===== config.mk =====
export PLATFORM = sky130hd
export DESIGN_NAME = klrt_ctrl
export DESIGN_NICKNAME = d
export VERILOG_FILES = /design/src/rtl/assert_macros.svh /design/src/rtl/klrt_pkg.sv /design/src/rtl/klrt_ctrl.sv
export SDC_FILE = /design/constraint.sdc
export NUM_CORES = 1
export LEC_CHECK = 0
export ABC_AREA = 1
export BUFFER_PORTS_ARGS = -buffer_cell sky130_fd_sc_hd__buf_2
export CORE_AREA = 4 4 41 43
export DETAILED_ROUTE_END_ITERATION = 8
export DIE_AREA = 0 0 45 47
export GPL_ROUTABILITY_DRIVEN = 0
export PLACE_DENSITY = 0.55
export SLEW_MARGIN = 5
export SYNTH_ARGS = -nofsm -noshare
export SYNTH_HDL_FRONTEND = slang
export SYNTH_SLANG_ARGS = --single-unit

===== constraint.sdc =====
create_clock -name clock -period 1 [get_ports clock]
set_input_delay 0.15 -clock clock [delete_from_list [all_inputs] [get_ports clock]]
set_output_delay 0.15 -clock clock [all_outputs]
set_load 0.01 [all_outputs]

===== src/rtl/assert_macros.svh =====
// Assertion macros used by the top RTL file of the latency ring tracker.
`ifndef ASSERT_MACROS_SVH
`define ASSERT_MACROS_SVH

// Same-cycle implication, checked out of reset.
`define ASSERT_IMPL(label, clk, rst, ante, cons, msg) \
   label: assert property (@(posedge clk) disable iff (rst) (ante) |-> (cons)) \
      else $error(msg);

// Next-cycle implication, checked out of reset.
`define ASSERT_NEXT(label, clk, rst, ante, cons, msg) \
   label: assert property (@(posedge clk) disable iff (rst) (ante) |=> (cons)) \
      else $error(msg);

`endif


===== src/rtl/klrt_pkg.sv =====
// Package: sizes, codes and controller/datapath link types of the latency ring tracker.
package klrt_pkg;

   localparam int unsigned RING_DEPTH = 2048;
   localparam int unsigned ADDR_W     = $clog2(RING_DEPTH);
   localparam int unsigned FILL_W     = ADDR_W + 1;

   localparam int unsigned KEY_W = 32;
   localparam int unsigned SEC_W = 32;
   localparam int unsigned US_W  = 20;
   localparam int unsigned CNT_W = 32;

   localparam int unsigned ENTRY_W    = KEY_W + SEC_W + US_W;
   localparam int unsigned REQ_DATA_W = ((ENTRY_W + 7) / 8) * 8;
   localparam int unsigned REQ_PAD_W  = REQ_DATA_W - ENTRY_W;
   localparam int unsigned RSP_BODY_W = SEC_W + US_W + CNT_W;
   localparam int unsigned RSP_DATA_W = ((RSP_BODY_W + 7) / 8) * 8;
   localparam int unsigned RSP_PAD_W  = RSP_DATA_W - RSP_BODY_W;

   localparam logic [US_W-1:0] MICROS_PER_SECOND = US_W'(1000000);

   typedef enum logic {
      CMD_START = 1'b0,
      CMD_END   = 1'b1
   } command_type;

   typedef struct packed {
      logic load_req;
      logic search_init;
      logic write_slot;
      logic issue;
      logic calc_hit;
      logic set_miss;
      logic load_rsp;
   } ctrl_cmd_type;

   typedef struct packed {
      logic in_is_end;
      logic more_to_issue;
      logic rd_pending;
      logic rd_hit;
      logic rsp_free;
   } dp_status_type;

endpackage


===== src/rtl/klrt_ctrl.sv =====
// Controller state machine: sequences request intake, ring write, ring search and result hand-off.
module klrt_ctrl (
   input  logic                   clock,
   input  logic                   reset,
   input  logic                   req_tvalid,
   output logic                   req_tready,
   input  klrt_pkg::dp_status_type status,
   output klrt_pkg::ctrl_cmd_type  cmd
);
   import klrt_pkg::*;

   typedef enum logic [4:0] {
      ST_IDLE   = 5'b00001,
      ST_WRITE  = 5'b00010,
      ST_SEARCH = 5'b00100,
      ST_CALC   = 5'b01000,
      ST_EMIT   = 5'b10000
   } state_type;

   state_type state_ff;
   state_type state_in;

   always_comb begin
      state_in   = state_ff;
      cmd        = '0;
      req_tready = 1'b0;
      case (state_ff)
         ST_IDLE: begin
            req_tready = 1'b1;
            if (req_tvalid) begin
               cmd.load_req = 1'b1;
               if (status.in_is_end) begin
                  cmd.search_init = 1'b1;
                  state_in        = ST_SEARCH;
               end else begin
                  state_in = ST_WRITE;
               end
            end
         end
         ST_WRITE: begin
            cmd.write_slot = 1'b1;
            state_in       = ST_EMIT;
         end
         ST_SEARCH: begin
            // check the entry read last cycle while the next read goes out
            if (status.rd_pending && status.rd_hit) begin
               state_in = ST_CALC;
            end else if (status.more_to_issue) begin
               cmd.issue = 1'b1;
            end else if (!status.rd_pending) begin
               cmd.set_miss = 1'b1;
               state_in     = ST_EMIT;
            end
         end
         ST_CALC: begin
            cmd.calc_hit = 1'b1;
            state_in     = ST_EMIT;
         end
         ST_EMIT: begin
            if (status.rsp_free) begin
               cmd.load_rsp = 1'b1;
               state_in     = ST_IDLE;
            end
         end
         default: begin
            state_in = ST_IDLE;
         end
      endcase
   end

   always_ff @(posedge clock) begin
      if (reset) begin
         state_ff <= ST_IDLE;
      end else begin
         state_ff <= state_in;
      end
   end

endmodule


==> flow_summary.html <==
<table>
<tr><th>Metric</th><th>Value</th></tr>
<tr><th colspan="2">Timing</th></tr>
<tr><td>Final Hold Slack</td><td>93.5 ps</td></tr>
<tr><td>Post-Route Setup TNS</td><td>-2990 ps</td></tr>
<tr><td>Number of hold-slack violations in the final timing report</td><td>0</td></tr>
<tr><td>Worst path setup slack after routing</td><td>-318 ps</td></tr>
<tr><td>Finish-stage setup viols</td><td>13</td></tr>
<tr><td>Worst clock skew</td><td>between 10 and 15 ps</td></tr>
<tr><td>RSZ-0062 raised after global routing</td><td>true</td></tr>
<tr><td>Min cycle time layout</td><td>1320 ps</td></tr>
<tr><td>Worst Max-Slew Pin Slew</td><td>161 ps</td></tr>
<tr><td>Max-Slew Margin vs Limit</td><td>~89%</td></tr>
<tr><td>Maximum operating frequency</td><td>759 MHz</td></tr>
<tr><td>Final number of max-transition violations</td><td>0</td></tr>
<tr><td>Final period util</td><td>132%</td></tr>
<tr><th colspan="2">Worst hold path</th></tr>
<tr><td>Hold Crit Class</td><td>input pin to register</td></tr>
<tr><th colspan="2">Run status</th></tr>
<tr><td>Violations in the final reports</td><td>negative setup slack</td></tr>
<tr><td>Status</td><td>complete, but fails checks</td></tr>
<tr><th colspan="2">Layout</th></tr>
<tr><td>Non-Filler Cell Area, Final</td><td>681 sq um</td></tr>
<tr><td>Biggest regs</td><td>state_ff (5)</td></tr>
<tr><td>Diodes inserted</td><td>0</td></tr>
<tr><td>Number of nets in the final layout</td><td>between 100 and 150</td></tr>
<tr><td>Fraction of final layout cells sized beyond drive strength 1</td><td>63.0%</td></tr>
<tr><td>Commonest non-fill, non-tap cells in the layout</td><td>sky130_fd_sc_hd__buf_2, sky130_fd_sc_hd__nor2_1, sky130_fd_sc_hd__nand2_1, sky130_fd_sc_hd__inv_1</td></tr>
<tr><td>Register with the most flip-flops</td><td>state_ff</td></tr>
<tr><td>Synth-to-layout area growth</td><td>89.5%</td></tr>
<tr><td>Number of flip-flops under the largest register name</td><td>5</td></tr>
<tr><td>Most common library cell in the layout ignoring fill and taps</td><td>sky130_fd_sc_hd__buf_2</td></tr>
<tr><td>Share of the core filled with cells in the final layout</td><td>52.3%</td></tr>
<tr><th colspan="2">Global route</th></tr>
<tr><td>Number of global-route vias before repair</td><td>434</td></tr>
<tr><td>GRT Resource Usage Total</td><td>10.8%</td></tr>
<tr><td>Number of antenna violations at the first check in global routing</td><td>0</td></tr>
<tr><td>Wire length of the first global-routing pass</td><td>1660 microns</td></tr>
<tr><td>GRT Residual Overflow</td><td>0</td></tr>
<tr><td>Maximum number of pins on one net before global-route repair</td><td>6</td></tr>
<tr><th colspan="2">Detailed routing</th></tr>
<tr><td>ANT nets after route</td><td>0</td></tr>
<tr><td>Detailed-route wire length</td><td>1140 microns</td></tr>
<tr><td>Routed vias/inst</td><td>about 4.4</td></tr>
<tr><td>Vias after detailed routing</td><td>468</td></tr>
<tr><td>Mean routed wirelength per cell</td><td>~11 microns</td></tr>
<tr><td>Iteration-0 DRC count of the detailed router</td><td>6</td></tr>
<tr><td>Remaining design rule violation count</td><td>0</td></tr>
<tr><td>Detailed Routing Iterations Pass 1</td><td>5</td></tr>
<tr><th colspan="2">Synthesis</th></tr>
<tr><td>Number of distinct library cell variants in the gate-level netlist after synthesis</td><td>12</td></tr>
<tr><td>Mean post-synth cell area</td><td>just under 6 sq um</td></tr>
<tr><td>Gate count after technology mapping</td><td>61</td></tr>
<tr><td>Summed instance area of the synthesized netlist</td><td>around 360 sq um</td></tr>
<tr><td>Number of nets produced by synthesis</td><td>about 70</td></tr>
<tr><td>Share of synthesized area occupied by flip-flops and latches</td><td>27.9%</td></tr>
<tr><td>Yosys warnings</td><td>0</td></tr>
<tr><td>Register bit total from synthesis</td><td>5</td></tr>
<tr><th colspan="2">Clocking</th></tr>
<tr><td>Clk buf depth</td><td>2</td></tr>
<tr><td>Clock Sinks</td><td>5</td></tr>
<tr><td>Clock latency at the later pin of the worst-skew pair</td><td>260 ps</td></tr>
<tr><td>Clk pin slew, worst setup/hold paths</td><td>50 ps</td></tr>
<tr><td>Num CTS Buffers</td><td>3</td></tr>
<tr><td>CTS tree</td><td>done</td></tr>
<tr><td>Depth of the CTS H-tree</td><td>1</td></tr>
<tr><td>CTS hold repair buffers</td><td>0</td></tr>
<tr><td>Cell at the root of the clock tree</td><td>sky130_fd_sc_hd__clkbuf_4</td></tr>
<tr><th colspan="2">Worst setup path</th></tr>
<tr><td>Critical path startpoint category</td><td>register</td></tr>
<tr><td>Worst Path Max Fanout</td><td>3</td></tr>
<tr><td>Critical Path End Type</td><td>output port</td></tr>
<tr><td>Setup CP Type</td><td>register to output port</td></tr>
<tr><td>Data arrival time of the critical path</td><td>1170 ps</td></tr>
<tr><td>Required time at the worst-slack endpoint</td><td>850 ps</td></tr>
<tr><th colspan="2">Place</th></tr>
<tr><td>Placement-stage worst setup slack</td><td>-117 ps</td></tr>
<tr><td>Port Buffer Count</td><td>15</td></tr>
<tr><td>Placed cell areas</td><td>482 sq um</td></tr>
<tr><td>Half-perimeter wire length of the detailed placement result</td><td>703 microns</td></tr>
<tr><th colspan="2">Floorplanning</th></tr>
<tr><td>Area enclosed by the die boundary</td><td>0.00212 sq mm</td></tr>
<tr><td>Count of standard-cell rows</td><td>13</td></tr>
<tr><td>Total core area</td><td>around 0.0013 sq mm</td></tr>
<tr><td>Effective utilization at floorplan</td><td>27.6%</td></tr>
<tr><td>Die extent in x</td><td>45 microns</td></tr>
<tr><td>Number of top-level pins</td><td>16</td></tr>
<tr><td>Die extent in y</td><td>between 40 and 50 microns</td></tr>
<tr><th colspan="2">Power and ir drop</th></tr>
<tr><td>Combinational share of power</td><td>between 50% and 60%</td></tr>
<tr><td>Total power density per cell area</td><td>1720 mW/mm^2</td></tr>
<tr><td>Share of power burned in the clock network</td><td>21.5%</td></tr>
<tr><td>P_sw</td><td>0.000461 W</td></tr>
<tr><td>Leakage power</td><td>0.371 nW</td></tr>
<tr><td>Sequential group share of total power</td><td>24.5%</td></tr>
<tr><td>Maximum vdd drop</td><td>0.000976 V</td></tr>
<tr><td>Switching Share</td><td>just under 40%</td></tr>
<tr><td>Internal power</td><td>0.000711 W</td></tr>
<tr><th colspan="2">Flow run</th></tr>
<tr><td>Maximum Capacitance Violations</td><td>0</td></tr>
</table>
-- cells by family (layout without fill, tap and decap cells) --
group / after synthesis / after routing / share of synthesized area, %
AOI/OAI and AO/OA: 1 / 1 / 2.44
DFF: 5 / 5 / 27.9
buffers and inverters: 15 / 46 / 15.7
and+or+nand+nor: 40 / 40 / 54.0
-- per-stage QoR --
stage | power (W) | instances
after global routing | 0.00124 | 107
after detailed placement | 0.000664 | 94
after CTS | 0.00111 | 105
after global placement | 0.000663 | 94
after floorplan | 0.000518 | 61
final | 0.00117 | 107
-- power by group through the flow --
stage	registers (W)	logic, W	clock network [W]
5_1_grt	0.000291	0.000694	0.000255
3_5_place_dp	0.000265	0.000399	0
6_report	0.000287	0.000634	0.000252
2_1_floorplan	0.000263	0.000254	0
4_1_cts	0.000275	0.000587	0.000246
3_3_place_gp	0.000263	0.000400	0
-- repair_timing --
| item | 4_1_cts | 5_1_grt |
|---|---|---|
| setup endpoints to repair | 12 | 13 |
| resized for setup | 19 | 11 |
| setup buffers | 7 | 4 |
| pin swaps | 5 | 8 |
-- per-layer routing --
layer	up-vias	GRT usage [%]	part of all wire, %
met3	2	0.383	7.3
met4	0	7.02	2.3
met5	-	0	0
met2	19	19.2	53
li1	245	-	-
met1	202	12.5	37
-- worst paths after layout --
path                       startpoint                        to  slack (ps)  cells after the start
min reg2reg  state_ff[4]$_SDFFE_PP0P_  state_ff[4]$_SDFFE_PP0P_         680                      3
max          state_ff[1]$_SDFFE_PP0P_                    cmd[0]        -320                      5
min                             reset  state_ff[1]$_SDFFE_PP0P_          90                      2
max reg2reg  state_ff[1]$_SDFFE_PP0P_  state_ff[4]$_SDFFE_PP0P_        -230                      7
-- critical path, cell delays in order (launching register included) --
cell	delay [ps]
sky130_fd_sc_hd__dfxtp_4	360
sky130_fd_sc_hd__nor2_4	160
sky130_fd_sc_hd__buf_6	120
sky130_fd_sc_hd__nand3_1	60
sky130_fd_sc_hd__nor2_1	80
sky130_fd_sc_hd__buf_2	130
-- area by class of cell --
type / instances / area, sq um
Inverter: 15 / 58.8
Timing Repair Buffer: 27 / 196
Sequential cell: 5 / 113
Tap cell: 15 / 18.8
Multi-Input combinational cell: 41 / 268
Fill cell: 143 / 621
Clock buffer: 4 / 26.3
-- synthesized netlist by cell type --
master,n,share of area (%)
sky130_fd_sc_hd__nand3_2,2,5.6
sky130_fd_sc_hd__a21oi_2,1,2.4
sky130_fd_sc_hd__inv_1,10,10
sky130_fd_sc_hd__dfxtp_1,5,28
sky130_fd_sc_hd__nor2_4,1,3.1
sky130_fd_sc_hd__nand4_1,2,3.5
sky130_fd_sc_hd__nand3_1,5,7.0
sky130_fd_sc_hd__inv_2,5,5.2
sky130_fd_sc_hd__nor2_1,14,15
sky130_fd_sc_hd__nor2_2,4,7.0
sky130_fd_sc_hd__nand2_1,10,10
sky130_fd_sc_hd__nor3_1,2,2.8
Note: power is estimated with default switching activity, not from simulation.
